### config.mk
export PLATFORM = sky130hd
export DESIGN_NAME = slip_frame_decoder
export DESIGN_NICKNAME = d
export VERILOG_FILES = /design/src/hdl/slip_pkg.sv /design/src/hdl/slip_frame_decoder.sv
export SDC_FILE = /design/constraint.sdc
export NUM_CORES = 1
export LEC_CHECK = 0
export BUFFER_PORTS_ARGS = -buffer_cell sky130_fd_sc_hd__buf_4
export CAP_MARGIN = 20
export CORE_MARGIN = 4
export CORE_UTILIZATION = 52
export DETAILED_ROUTE_END_ITERATION = 6
export PLACE_DENSITY = 0.8
export SETUP_SLACK_MARGIN = 0.1
export SLEW_MARGIN = 30
export SYNTH_ARGS = -nofsm -noshare
export SYNTH_HDL_FRONTEND = slang
export SYNTH_SLANG_ARGS = --single-unit
### constraint.sdc
create_clock -name i_clk -period 2.81 [get_ports i_clk]
set_clock_uncertainty 0.2 [all_clocks]
set_input_delay 0 -clock i_clk [delete_from_list [all_inputs] [get_ports i_clk]]
set_output_delay 0 -clock i_clk [all_outputs]
set_load 0.005 [all_outputs]
### src/hdl/slip_pkg.sv
// shared constants and types for the slip frame decoder
package slip_pkg;

    // framing byte codes
    localparam logic [7:0] BYTE_FLAG     = 8'hC0;
    localparam logic [7:0] BYTE_ESC      = 8'hDB;
    localparam logic [7:0] BYTE_ESC_FLAG = 8'hDC;
    localparam logic [7:0] BYTE_ESC_ESC  = 8'hDD;

    // field widths
    localparam int LEN_W = 13;
    localparam int CNT_W = 32;
    localparam int APB_W = 32;
    localparam int ADDR_W = 3;

    // register map, word index
    typedef enum logic [0:0] {
        REG_MAX_PAYLOAD = 1'b0
    } t_reg_idx;

    localparam logic [LEN_W-1:0] MAX_PAYLOAD_RESET = 13'd552;

endpackage

### src/hdl/slip_frame_decoder.sv
// slip receive deframer with apb configuration and registered result
// an accepted word shows its result on the outputs in the next cycle
// one word per cycle unless the sink stalls; result reg reloads in the cycle it is taken
// the ready output is low only while a result waits and the sink stalls
// reset is synchronous, active low: escape flag, fill count, both counters and valid clear,
// max_payload returns to 552
module slip_frame_decoder (
    input  logic                          i_clk,
    input  logic                          i_rst_n,
    // input channel
    input  logic                          i_valid,
    output logic                          o_ready,
    input  logic [7:0]                    i_rx_byte,
    input  logic                          i_buffer_available,
    // result channel
    output logic                          o_valid,
    input  logic                          i_ready,
    output logic                          o_data_valid,
    output logic [7:0]                    o_data_byte,
    output logic                          o_frame_end,
    output logic [slip_pkg::LEN_W-1:0]    o_frame_length,
    output logic                          o_frame_abort,
    output logic [slip_pkg::CNT_W-1:0]    o_byte_total,
    output logic [slip_pkg::CNT_W-1:0]    o_overflow_total,
    // configuration port
    input  logic                          psel,
    input  logic                          penable,
    input  logic                          pwrite,
    input  logic [slip_pkg::ADDR_W-1:0]   paddr,
    input  logic [slip_pkg::APB_W-1:0]    pwdata,
    output logic [slip_pkg::APB_W-1:0]    prdata,
    output logic                          pready
);
    import slip_pkg::*;

    logic [LEN_W-1:0]   r_max_payload;
    logic               r_escape;
    logic [LEN_W-1:0]   r_fill_count;
    logic [CNT_W-1:0]   r_accepted_bytes;
    logic [CNT_W-1:0]   r_overflow_count;

    logic               r_out_valid;
    logic               r_data_valid;
    logic [7:0]         r_data_byte;
    logic               r_frame_end;
    logic [LEN_W-1:0]   r_frame_length;
    logic               r_frame_abort;

    logic               n_escape;
    logic [LEN_W-1:0]   n_fill_count;
    logic [CNT_W-1:0]   n_accepted_bytes;
    logic [CNT_W-1:0]   n_overflow_count;
    logic               n_data_valid;
    logic [7:0]         n_data_byte;
    logic               n_frame_end;
    logic [LEN_W-1:0]   n_frame_length;
    logic               n_frame_abort;

    logic               acc;
    logic               cfg_wr;
    logic               max_payload_wr;
    t_reg_idx           reg_idx;
    logic [7:0]         unesc_byte;

    // handshake
    assign o_ready = !r_out_valid || i_ready;
    assign acc     = i_valid && o_ready;

    // configuration port
    assign pready  = 1'b1;
    assign reg_idx = t_reg_idx'(paddr[2]);
    assign cfg_wr  = psel && penable && pwrite && pready;
    assign max_payload_wr = cfg_wr && (reg_idx == REG_MAX_PAYLOAD);

    always_comb begin
        case (reg_idx)
            REG_MAX_PAYLOAD: prdata = {{(APB_W-LEN_W){1'b0}}, r_max_payload};
            default:         prdata = '0;
        endcase
    end

    always_ff @(posedge i_clk) begin
        if (!i_rst_n) begin
            r_max_payload <= MAX_PAYLOAD_RESET;
        end else if (max_payload_wr) begin
            r_max_payload <= pwdata[LEN_W-1:0];
        end
    end

    // unescape the received byte
    always_comb begin
        unesc_byte = i_rx_byte;
        if (r_escape) begin
            if (i_rx_byte == BYTE_ESC_FLAG) begin
                unesc_byte = BYTE_FLAG;
            end else if (i_rx_byte == BYTE_ESC_ESC) begin
                unesc_byte = BYTE_ESC;
            end
        end
    end

    // deframing decision and next state
    always_comb begin
        n_escape         = r_escape;
        n_fill_count     = r_fill_count;
        n_accepted_bytes = r_accepted_bytes;
        n_overflow_count = r_overflow_count;
        n_data_valid     = 1'b0;
        n_data_byte      = '0;
        n_frame_end      = 1'b0;
        n_frame_length   = '0;
        n_frame_abort    = 1'b0;
        if (i_buffer_available) begin
            if (i_rx_byte == BYTE_FLAG) begin
                n_escape = 1'b0;
                if (r_fill_count != '0) begin
                    n_frame_end    = 1'b1;
                    n_frame_length = r_fill_count;
                    n_fill_count   = '0;
                end
            end else if (i_rx_byte == BYTE_ESC) begin
                n_escape = 1'b1;
            end else begin
                n_escape = 1'b0;
                if (r_fill_count >= r_max_payload) begin
                    n_frame_abort    = 1'b1;
                    n_fill_count     = '0;
                    n_overflow_count = r_overflow_count + 1'b1;
                end else begin
                    n_data_valid     = 1'b1;
                    n_data_byte      = unesc_byte;
                    n_fill_count     = r_fill_count + 1'b1;
                    n_accepted_bytes = r_accepted_bytes + 1'b1;
                end
            end
        end
    end

    // decoder state
    always_ff @(posedge i_clk) begin
        if (!i_rst_n) begin
            r_escape         <= 1'b0;
            r_fill_count     <= '0;
            r_accepted_bytes <= '0;
            r_overflow_count <= '0;
        end else if (acc) begin
            r_escape         <= n_escape;
            r_fill_count     <= n_fill_count;
            r_accepted_bytes <= n_accepted_bytes;
            r_overflow_count <= n_overflow_count;
        end
    end

    // result register valid
    always_ff @(posedge i_clk) begin
        if (!i_rst_n) begin
            r_out_valid <= 1'b0;
        end else if (o_ready) begin
            r_out_valid <= i_valid;
        end
    end

    // result register payload
    always_ff @(posedge i_clk) begin
        if (acc) begin
            r_data_valid   <= n_data_valid;
            r_data_byte    <= n_data_byte;
            r_frame_end    <= n_frame_end;
            r_frame_length <= n_frame_length;
            r_frame_abort  <= n_frame_abort;
        end
    end

    // outputs; the counters only move on accept, which needs any held result word taken
    assign o_valid          = r_out_valid;
    assign o_data_valid     = r_data_valid;
    assign o_data_byte      = r_data_byte;
    assign o_frame_end      = r_frame_end;
    assign o_frame_length   = r_frame_length;
    assign o_frame_abort    = r_frame_abort;
    assign o_byte_total     = r_accepted_bytes;
    assign o_overflow_total = r_overflow_count;

    // at most one event kind per result word
    a_one_event: assert property (@(posedge i_clk) disable iff (!i_rst_n)
        r_out_valid |-> $onehot0({r_data_valid, r_frame_end, r_frame_abort}))
        else $error("more than one event in a result word");

    // a closed frame always has a nonzero length
    a_end_len: assert property (@(posedge i_clk) disable iff (!i_rst_n)
        r_out_valid && r_frame_end |-> r_frame_length != '0)
        else $error("frame end with zero length");

    // overflow counter moves by one exactly on an abort
    a_ovf_step: assert property (@(posedge i_clk) disable iff (!i_rst_n)
        acc |=> r_overflow_count == $past(r_overflow_count)
                                    + {{(CNT_W-1){1'b0}}, r_frame_abort})
        else $error("overflow count out of step with abort");

    // a passed payload byte grows the frame and the byte count by one
    a_fill_step: assert property (@(posedge i_clk) disable iff (!i_rst_n)
        acc && n_data_valid |=> r_fill_count == $past(r_fill_count) + 1'b1 &&
                                r_accepted_bytes == $past(r_accepted_bytes) + 1'b1)
        else $error("fill or byte count out of step");

    // without an accepted word the decoder state holds
    a_state_hold: assert property (@(posedge i_clk) disable iff (!i_rst_n)
        !acc |=> $stable(r_fill_count) && $stable(r_escape) &&
                 $stable(r_accepted_bytes) && $stable(r_overflow_count))
        else $error("decoder state moved without a word");

endmodule

==> results of run 1 <==
==> how the worst max path moves through the flow <==
stage | startpoint | to | slack [ns] | cells after the start
6_report | r_max_payload[4]$_SDFFE_PN0P_ | o_overflow_total[12]$_SDFFE_PN0P_ | 0.14 | 10
5_1_grt | r_max_payload[1]$_SDFFE_PN0P_ | o_byte_total[15]$_SDFFE_PN0P_ | 0.02 | 10
4_1_cts | r_max_payload[10]$_SDFFE_PN0P_ | o_byte_total[10]$_SDFFE_PN0P_ | 0.11 | 9
3_5_place_dp | r_max_payload[6]$_SDFFE_PN0P_ | o_overflow_total[10]$_SDFFE_PN0P_ | 0.07 | 9
3_3_place_gp | r_max_payload[7]$_SDFFE_PN0P_ | o_overflow_total[4]$_SDFFE_PN0P_ | 0.18 | 9
2_1_floorplan | r_max_payload[12]$_SDFFE_PN0P_ | o_overflow_total[30]$_SDFFE_PN0P_ | 0.33 | 9
==> area by class of cell <==
type | count | area share, %
diodes | 1 | 0.02974
clock buffers | 20 | 5.189
clock inverters | 12 | 1.635
inverters | 27 | 1.204
multi-input cells | 515 | 39.01
flip-flops and latches | 116 | 30.51
well taps | 143 | 2.126
repair buffers | 203 | 20.29
==> logic make-up (layout without fill, tap and decap cells) <==
logic type | count (synthesis) | after routing | synth area share [%]
other | 2 | 21 | 0.1243
buffers and inverters | 80 | 262 | 6.729
AOI/OAI and AO/OA | 150 | 150 | 15.88
muxes | 5 | 5 | 0.8282
xor gates and xnor gates | 11 | 11 | 1.594
DFF | 116 | 116 | 42.40
and+or+nand+nor | 312 | 312 | 28.92
adders and majority gates | 17 | 17 | 3.520
==> sequential cells by signal, indices dropped and copies added, names as in the netlist, 8 cells and up <==
signal	count
o_byte_total	32
o_data_byte	8
o_frame_length	13
o_overflow_total	32
r_fill_count	13
r_max_payload	13
==> layout by cell type, fill, tap and decap left out, types with 3 or more instances in the layout <==
cell type | netlist | final
bufinv_16 | 0 | 3
nand2_1 | 70 | 70
dfxtp_2 | 0 | 4
a311oi_1 | 3 | 3
o31ai_1 | 38 | 38
nand3_1 | 35 | 33
nand4_1 | 23 | 23
nand2b_1 | 9 | 9
clkbuf_1 | 18 | 3
ha_4 | 0 | 6
and2_1 | 19 | 19
a21oi_2 | 0 | 4
edfxtp_1 | 24 | 24
or4_1 | 38 | 37
inv_2 | 0 | 6
nor4_1 | 13 | 12
dfxtp_1 | 92 | 88
nand3_2 | 2 | 4
a21oi_1 | 68 | 64
nor2_1 | 37 | 37
mux2i_1 | 5 | 5
buf_4 | 21 | 166
nor3_1 | 10 | 10
o21ai_0 | 14 | 14
buf_12 | 0 | 3
dlygate4sd3_1 | 0 | 29
ha_1 | 17 | 11
and4_1 | 6 | 6
conb_1 | 2 | 20
inv_1 | 27 | 21
o211ai_1 | 4 | 4
and3_1 | 17 | 17
or3_1 | 12 | 12
nor2b_1 | 4 | 4
xnor2_1 | 10 | 10
clkinv_2 | 0 | 5
clkbuf_16 | 0 | 21
==> through the flow <==
stage | cells | hold WS [ns] | setup WS (ns) | utilization (%) | power [mW]
2_1_floorplan | 711 | -0.1731 | 0.3293 | - | 1.904
3_3_place_gp | 963 | 0.02889 | 0.1844 | 63.45 | 1.991
3_5_place_dp | 963 | 0.02979 | 0.07066 | 63.45 | 1.999
4_1_cts | 1024 | 0.06128 | 0.1055 | 71.16 | 4.138
5_1_grt | 1037 | 0.1221 | 0.01957 | 73.70 | 4.269
6_report | 1037 | 0.07173 | 0.1408 | 73.70 | 4.167
==> power by group <==
group          internal, mW  switching, mW
registers              1.73         0.0139
logic                 0.128          0.148
clock network          1.38          0.770
==> per-layer routing <==
layer	part of all wire [%]	global-route usage (%)	vias to the layer above
met4	2.7	9.590	0
li1	-	-	2924
met5	0	0	-
met3	7.3	4.648	49
met1	41	31.39	3007
met2	49	43.34	311
==> synth_stat cells, types with 2 or more instances <==
cell,count
o31a_1,2
o21a_1,2
or3_1,12
buf_1,2
a31oi_1,2
edfxtp_1,24
a311oi_1,3
nor4b_1,2
ha_1,17
and4_1,6
mux2i_1,5
nand4_1,23
or2_1,2
buf_4,21
nand3_1,35
o21ai_0,14
nor4_1,13
and2_1,19
o31ai_1,38
nand2b_1,9
nor2_1,37
nand2_1,70
conb_1,2
nor2b_1,4
nand3_2,2
nand3b_1,2
clkbuf_1,18
dfxtp_1,92
a21o_1,2
o41ai_1,2
a21oi_1,68
buf_2,10
a31o_2,2
inv_1,27
or4_1,38
nor3_1,10
o311ai_0,2
o211ai_1,4
or2_2,2
buf_6,2
xnor2_1,10
and3_1,17
==> critical path: stages, from the launching register on <==
cell	delay (ns)
dfxtp_1	0.32
inv_1	0.09
ha_4	0.29
nand3_2	0.11
o21bai_1	0.20
a311oi_1	0.27
buf_4	0.18
nor3_4	0.08
clkbuf_16	0.19
or4_1	0.50
a21oi_1	0.16
==> timing repair <==
| action | in CTS | in global routing |
|---|---|---|
| endpoints found under the setup margin | 13 | 47 |
| hold buffers | 29 | 0 |
| hold endpoints to repair | 41 | 0 |
| buffers inserted | 0 | 7 |
| cloned | 0 | 5 |
| pin swaps | 1 | 21 |
| resized for setup | 2 | 24 |
==> metrics.md, run 1 <==
| Metric | Value |
|---|---|
| # DRC | `0` |
| Detailed Route Iter0 Violations | `438` |
| CP Max Fanout | `7` |
| HPWL after detailed placement | `11690 um` |
| Synth-to-layout area growth | `39.25%` |
| Post-DR vias/cell | `6.067` |
| Multi-input logic area | `0.003283 mm2` |
| Synthesized instance count | `693` |
| Total Neg Setup Slack | `0 ns` |
| Hold Vio Cnt, Final | `0` |
| CTS tree | `yes` |
| Hold Crit Endpoint | `r_max_payload[4]$_SDFFE_PN0P_` |
| Mapped cell area | `0.006043 mm2` |
| FF-to-FF Start | `r_max_payload[4]$_SDFFE_PN0P_` |
| Critical Path RT | `2.95 ns` |
| Post-Place Cell Area | `0.007244 mm2` |
| Port Buffers | `132` |
| Die ar. | `0.01341 mm2` |
| Distinct cells, synth | `61` |
| CP Capture Type | `register` |
| Average size of a mapped cell | `8.720 um2` |
| H-tree depth | `4` |
| Worst rel slew slack | `57.71%` |
| Post-synth EDFFs | `24` |
| # IOs | `174` |
| Setup CP Type | `register to register` |
| Status | `finished, final reports clean` |
| FP Rows | `39` |
| Yosys reg bits | `116` |
| Vias in the first global route | `5735` |
| Register area | `0.002567 mm2` |
| Reg2reg path depth | `10` |
| Total leakage power | `3.263 nW` |
| Core Area | `0.01142 mm2` |
| Area contributors post-synth | `dfxtp_1 (30%), edfxtp_1 (12%), a21oi_1 (5.6%)` |
| Max-Cap Viols | `0` |
| Peak VDD IR | `0.4062 mV` |
| GRT overflow | `0` |
| Total Wirelength | `18280 um` |
| Sink Count | `116` |
| Fin nets | `948` |
| Die X | `115.8 um` |
| Synth async-reset ratio | `0%` |
| Fmax | `0.3746 GHz` |
| Data arrival, critical path | `2.81 ns` |
| Slew Viols, Final | `0` |
| RSZ-0062 raised after global routing | `yes` |
| Gpl congestion | `0.8932` |
| Power per cell area | `495.1 mW/mm2` |
| Register area share after synthesis | `42.40%` |
| Yosys top cell area share | `30.48%` |
| Top_reg_cell synth | `dfxtp_1` |
| Worst flop-to-flop path endpoint | `o_overflow_total[12]$_SDFFE_PN0P_` |
| Mean routed wirelength per cell | `17.63 um` |
| First-pass GRT wire length | `27140 um` |
| Die height | `115.8 um` |
| Worst hold path type | `input pin to register` |
| Fin area | `0.008416 mm2` |
| Clock root buffer | `clkbuf_16` |
| Layout cells sized above 1 | `26.99%` |
| Post-synth top area cell | `dfxtp_1` |
| Hold Path Origin | `pwrite` |
| YS warnings | `0` |
| DR pass1 iterations | `5` |
| Measured slew at the worst slew-check pin | `0.6339 ns` |
| Final Critical Period | `2.669 ns` |
| Reg2Reg Setup Slack | `0.14 ns` |
| Starting Density | `52.93%` |
| CP startpoint kind | `register` |
| Routed Antenna Nets | `0` |
| Fillers | `797` |
| Hold depth | `4` |
| Final setup viols | `0` |
| Max clock buf depth | `2` |
| CTS Buf Count | `17` |
| Total GRT Usage | `25.18%` |
| CTS clock-pin slew for the worst setup and hold paths | `0.05 ns` |
| Worst skew pair latency | `0.42 ns` |
| Tcrit/Tclk final | `94.99%` |
| Largest net degree at the start of global routing | `54` |
| DR vias | `6291` |
| Initial antenna violation count | `1` |
(Power assumes the default switching activity.)
==> inputs of run 2 (changes only) <==
clock period = 2.93 ns   (was 2.81 ns; I/O delays follow)
==> run 2 against run 1 <==
Net effect: sequential power is 4% lower; worst setup slack got worse by 0.0046 ns; non-clock buffer count fell by 11; combinational power fell by 5%; cell area fell by 1.2%; maximum frequency shrank 4.5%; register-to-register slack hardly changed; clock power shrank 3%; count of clock-buffer cells in the layout rose by 4; die area did not move; first-iteration DRC count up 14%; largest power group unchanged.
==> metrics.md, run 2 (same netlist as run 1, synthesis figures left out) <==
| Metric | Value |
|---|---|
| Synth-to-layout area growth | `37.60%` |
| Measured slew at the worst slew-check pin | `0.6615 ns` |
| Layout cells sized above 1 | `26.61%` |
| Worst rel slew slack | `55.87%` |
| Clock power frac | `51.9%` |
| Total leakage power | `3.204 nW` |
| Initial antenna violation count | `0` |
| Final Critical Period | `2.794 ns` |
| P_int | `3.142 mW` |
| Port Buffers | `132` |
| DR pass1 iterations | `5` |
| Total Wirelength | `18050 um` |
| Post-Route Utilization | `72.82%` |
| CTS Buf Count | `17` |
| Final Power | `4.025 mW` |
| Data arrival, critical path | `2.94 ns` |
| Power per cell area | `484.0 mW/mm2` |
| Post-DR vias/cell | `5.996` |
| Die X | `115.8 um` |
| First-pass GRT wire length | `27520 um` |
| Total GRT Usage | `25.43%` |
| Die ar. | `0.01341 mm2` |
| CTS tree | `yes` |
| Peak VDD IR | `0.3821 mV` |
| Logic pwr share | `6.5%` |
| Post-Place Cell Area | `0.007202 mm2` |
| Core Area | `0.01142 mm2` |
| Worst skew pair latency | `0.42 ns` |
| Tcrit/Tclk final | `95.35%` |
| Starting Density | `52.93%` |
| FP Rows | `39` |
| # DRC | `0` |
| Power share of the sequential group | `41.5%` |
| Finished Layout Cells | `1026` |
| Most frequent cells in the layout | `buf_4 (160), dfxtp_1 (87), nand2_1 (70)` |
| Fillers | `817` |
| Critical Path RT | `3.07 ns` |
| Routed Antenna Nets | `0` |
| Fmax | `0.3579 GHz` |
| CP startpoint kind | `register` |
| Gpl congestion | `0.8714` |
| Slew Viols, Final | `0` |
| Sw power | `883.1 uW` |
| # IOs | `174` |
| Worst hold path type | `input pin to register` |
| Most common cell after layout, fill and taps aside | `buf_4` |
| CTS clock-pin slew for the worst setup and hold paths | `0.05 ns` |
| Max-Cap Viols | `0` |
| Mean routed wirelength per cell | `17.60 um` |
| Clock root buffer | `clkbuf_16` |
| DR vias | `6152` |
| H-tree depth | `4` |
| CP Capture Type | `register` |
| RSZ-0062 raised after global routing | `yes` |
| Reg2Reg Setup Slack | `0.14 ns` |
| Fin nets | `938` |
| HPWL after detailed placement | `11590 um` |
| CP Max Fanout | `36` |
| Vias in the first global route | `5745` |
| Die height | `115.8 um` |
| GRT overflow | `0` |
| Largest net degree at the start of global routing | `49` |
| Max clock buf depth | `2` |
| Switching Share | `21.94%` |
| Detailed Route Iter0 Violations | `501` |
| Sink Count | `116` |
| DP Cell Count | `959` |
| ANT cells | `0` |
| Setup CP Type | `register to register` |
| Status | `finished, final reports clean` |
| Fin area | `0.008315 mm2` |
| Hold Vio Cnt, Final | `0` |
| Final setup viols | `0` |
run 2: changes by cell type in the layout (fill, tap and decap cells not counted), moves of 2 or more:
cell	delta
clkinv_1	-2
clkbuf_8	+3
clkbuf_16	-3
a21oi_1	+3
buf_4	-6
a21oi_2	-3
run 2: area by class of cell:
cell class              count  area [um2]  share of cell area, %
inverters                  27       101.3                  1.219
multi-input cells         516        3326                  39.99
flip-flops and latches    116        2569                  30.89
well taps                 143       178.9                  2.152
repair buffers            192        1541                  18.54
clock buffers              24       503.0                  6.049
clock inverters             8       96.34                  1.159
run 2: critical path, cell delays in order (launching register included):
cell and delay, ns:
dfxtp_1 0.31, inv_1 0.07, ha_1 0.29, nand4_1 0.22, o41ai_4 0.49, or2_4 0.23
nor3_4 0.06, buf_12 0.18, or4_1 0.52, a21oi_1 0.15
run 2: power groups by stage:
stage | sequential [mW] | combinational [mW] | clock, mW
finish | 1.67 | 0.262 | 2.09
global placement | 1.70 | 0.203 | 0
CTS | 1.67 | 0.242 | 2.11
floorplan | 1.70 | 0.122 | 0
detailed placement | 1.70 | 0.210 | 0
global route | 1.67 | 0.283 | 2.19
run 2: worst paths after layout:
check | cells past startpoint | endpoint | from
worst min register to register | 2 | r_max_payload[4]$_SDFFE_PN0P_ | r_max_payload[4]$_SDFFE_PN0P_
worst max-delay path | 9 | o_overflow_total[20]$_SDFFE_PN0P_ | r_max_payload[5]$_SDFFE_PN1P_
worst min-delay path | 4 | r_max_payload[7]$_SDFFE_PN0P_ | pwrite
worst max register to register | 9 | o_overflow_total[20]$_SDFFE_PN0P_ | r_max_payload[5]$_SDFFE_PN1P_
run 2: repair_timing:
action / 4_1_cts / 5_1_grt
resized for setup: 0 / 32
setup buffers: 0 / 4
hold buffers: 30 / 0
endpoints found under the setup margin: 0 / 56
hold endpoints to repair: 42 / 0
run 2: metal layers:
layer	routed length (um)	GRT usage [%]	part of all wire (%)
met5	0	0	0
met2	8791	41.85	49
met1	7596	32.64	42
met3	1139	4.543	6.3
met4	527	11.60	2.9
run 2: metrics by stage:
step           setup WS (ns)  hold WS, ns  TNS (ns)
5_1_grt             -0.01472       0.1004  -0.02899
4_1_cts               0.1230      0.04836         0
3_5_place_dp          0.1444      0.03138         0
3_3_place_gp          0.2412      0.02950         0
2_1_floorplan         0.4493      -0.1731         0
6_report              0.1362      0.08595         0
==> inputs of run 3 (changes only) <==
GPL_TIMING_DRIVEN = 0   (was not set)
==> run 3 against run 2 <==
Net effect: utilization up 0.59 points; combinational power rose by 9.5%; via count rose by 3.5%; final cell count grew 2.2%; critical path type unchanged; largest cell class unchanged; die area unchanged; routed wire length increased by 5.6%; register-to-register slack worse by 0.03 ns.
==> metrics.md, run 3 (same netlist as run 1, synthesis figures left out) <==
| Metric | Value |
|---|---|
| Hold Vio Cnt, Final | `0` |
| Final Critical Period | `2.825 ns` |
| Total Neg Setup Slack | `0 ns` |
| Critical Path RT | `3.07 ns` |
| # IOs | `174` |
| Measured slew at the worst slew-check pin | `0.6936 ns` |
| Mean routed wirelength per cell | `18.18 um` |
| Worst skew pair latency | `0.42 ns` |
| Power per cell area | `479.3 mW/mm2` |
| Most frequent cells in the layout | `buf_4 (157), dfxtp_1 (89), nand2_1 (70)` |
| Slew Viols, Final | `0` |
| Final setup viols | `0` |
| DR pass1 iterations | `6` |
| Slowest-stage cell, CP | `dfxtp_1` |
| Total leakage power | `3.249 nW` |
| Initial antenna violation count | `1` |
| Post-Place Cell Area | `0.007288 mm2` |
| Max incr delay on CP | `0.46 ns` |
| Post-DR vias/cell | `6.068` |
| Total GRT Usage | `27.76%` |
| DR vias | `6365` |
| Die height | `115.8 um` |
| GRT overflow | `0` |
| CTS clock-pin slew for the worst setup and hold paths | `0.05 ns` |
| Layout cells sized above 1 | `26.52%` |
| Core Area | `0.01142 mm2` |
| Fin nets | `961` |
| Fillers | `836` |
| CP Max Fanout | `10` |
| Synth-to-layout area growth | `38.72%` |
| # DRC | `0` |
| Total Wirelength | `19070 um` |
| RSZ-0062 raised after global routing | `yes` |
| Data arrival, critical path | `2.96 ns` |
| Detailed Route Iter0 Violations | `625` |
| Final Power | `4.018 mW` |
| Most used cell, CP | `a21oi_1` |
| Setup CP Type | `register to register` |
| CTS Buf Count | `17` |
| Fmax | `0.3540 GHz` |
| Die X | `115.8 um` |
| Finished Layout Cells | `1049` |
| Port Buffers | `132` |
| Fin area | `0.008383 mm2` |
| Max clock buf depth | `2` |
| Max-Cap Viols | `0` |
| First-pass GRT wire length | `29490 um` |
| Worst rel slew slack | `53.76%` |
| FP Rows | `39` |
| Starting Density | `52.93%` |
| CP startpoint kind | `register` |
| H-tree depth | `4` |
| Die ar. | `0.01341 mm2` |
| Routed Antenna Nets | `0` |
| Peak VDD IR | `0.3638 mV` |
| CP Capture Type | `register` |
| Gpl congestion | `0.8837` |
| Clock root buffer | `clkbuf_16` |
| HPWL after detailed placement | `12950 um` |
| DP Cell Count | `986` |
| Vias in the first global route | `6003` |
| Status | `finished, final reports clean` |
| Worst hold path type | `input pin to register` |
| Largest net degree at the start of global routing | `27` |
| Tcrit/Tclk final | `96.40%` |
| CP Cell Sequence | `ha_1 > a21oi_1 > a311o_2 > nand4_1 > clkbuf_1 > or4_1 > a21oi_1` |
| Most common cell after layout, fill and taps aside | `buf_4` |
| Sink Count | `116` |
| CTS tree | `yes` |
## run 3: changes by cell type in the layout (fill, tap and decap cells not counted), sizes merged
cell         change
clkbuf          +15
buf             +10
dlygate4sd3      -4
a2bb2oi          +1
bufinv           +1
clkinv           -1
clkinvlp         +1
diode            +1
nand3            -1
## run 3: layer usage
metal,vias up,GRT usage [%],part of all wire (%)
li1,2952,-,-
met1,2955,33.61,39
met2,383,46.18,48
met3,75,6.527,8.7
met4,0,14.15,4.3
met5,-,0,0
## run 3: final timing paths
| kind | slack [ns] | end | cells after the start | from |
|---|---|---|---|---|
| max | 0.11 | o_byte_total[24]$_SDFFE_PN0P_ | 7 | r_fill_count[4]$_SDFFE_PN0P_ |
| min | 0.02 | r_max_payload[10]$_SDFFE_PN0P_ | 5 | penable |
| max reg2reg | 0.11 | o_byte_total[24]$_SDFFE_PN0P_ | 7 | r_fill_count[4]$_SDFFE_PN0P_ |
| min reg2reg | 0.25 | r_max_payload[12]$_SDFFE_PN0P_ | 2 | r_max_payload[12]$_SDFFE_PN0P_ |
## run 3: worst max-delay path, delay by kind of cell, from the launching register on
family	cells	cell delay, ns
DFF	1	0.46
adders and majority gates	1	0.32
buffers and inverters	1	0.26
and+or+nand+nor	2	0.62
AOI/OAI and AO/OA	3	0.88
## run 3: power by group
part	switching [mW]	internal [mW]	total (mW)
registers	0.0130	1.66	1.67
logic	0.154	0.133	0.287
clock network	0.707	1.35	2.06
## run 3: cell type report
class	instances	area [um2]	area share, %
multi-input cells	516	3349	39.96
well taps	143	178.9	2.134
clock buffers	22	454.2	5.418
inverters	27	101.3	1.209
flip-flops and latches	116	2566	30.61
diodes	1	2.502	0.02985
plain buffers	53	316.6	3.776
clock inverters	9	132.6	1.582
repair buffers	162	1281	15.28
## run 3: stage by stage
| stage | setup WS [ns] | util (%) | hold slack, ns |
|---|---|---|---|
| 3_5_place_dp | -0.09638 | 63.83 | 0.03680 |
| 5_1_grt | 0.04282 | 73.42 | 0.05960 |
| 2_1_floorplan | 0.4493 | - | -0.1731 |
| 3_3_place_gp | -0.06820 | 63.76 | 0.02970 |
| 6_report | 0.1055 | 73.42 | 0.02491 |
| 4_1_cts | 0.07406 | 71.63 | 0.02444 |
## run 3: repair_timing
action / in CTS / in global routing
setup buffers: 1 / 3
hold endpoints to repair: 44 / 0
cloned: 0 / 1
hold buffers: 26 / 0
pin swaps: 1 / 11
setup endpoints to repair: 65 / 79
gates resized for setup: 8 / 31
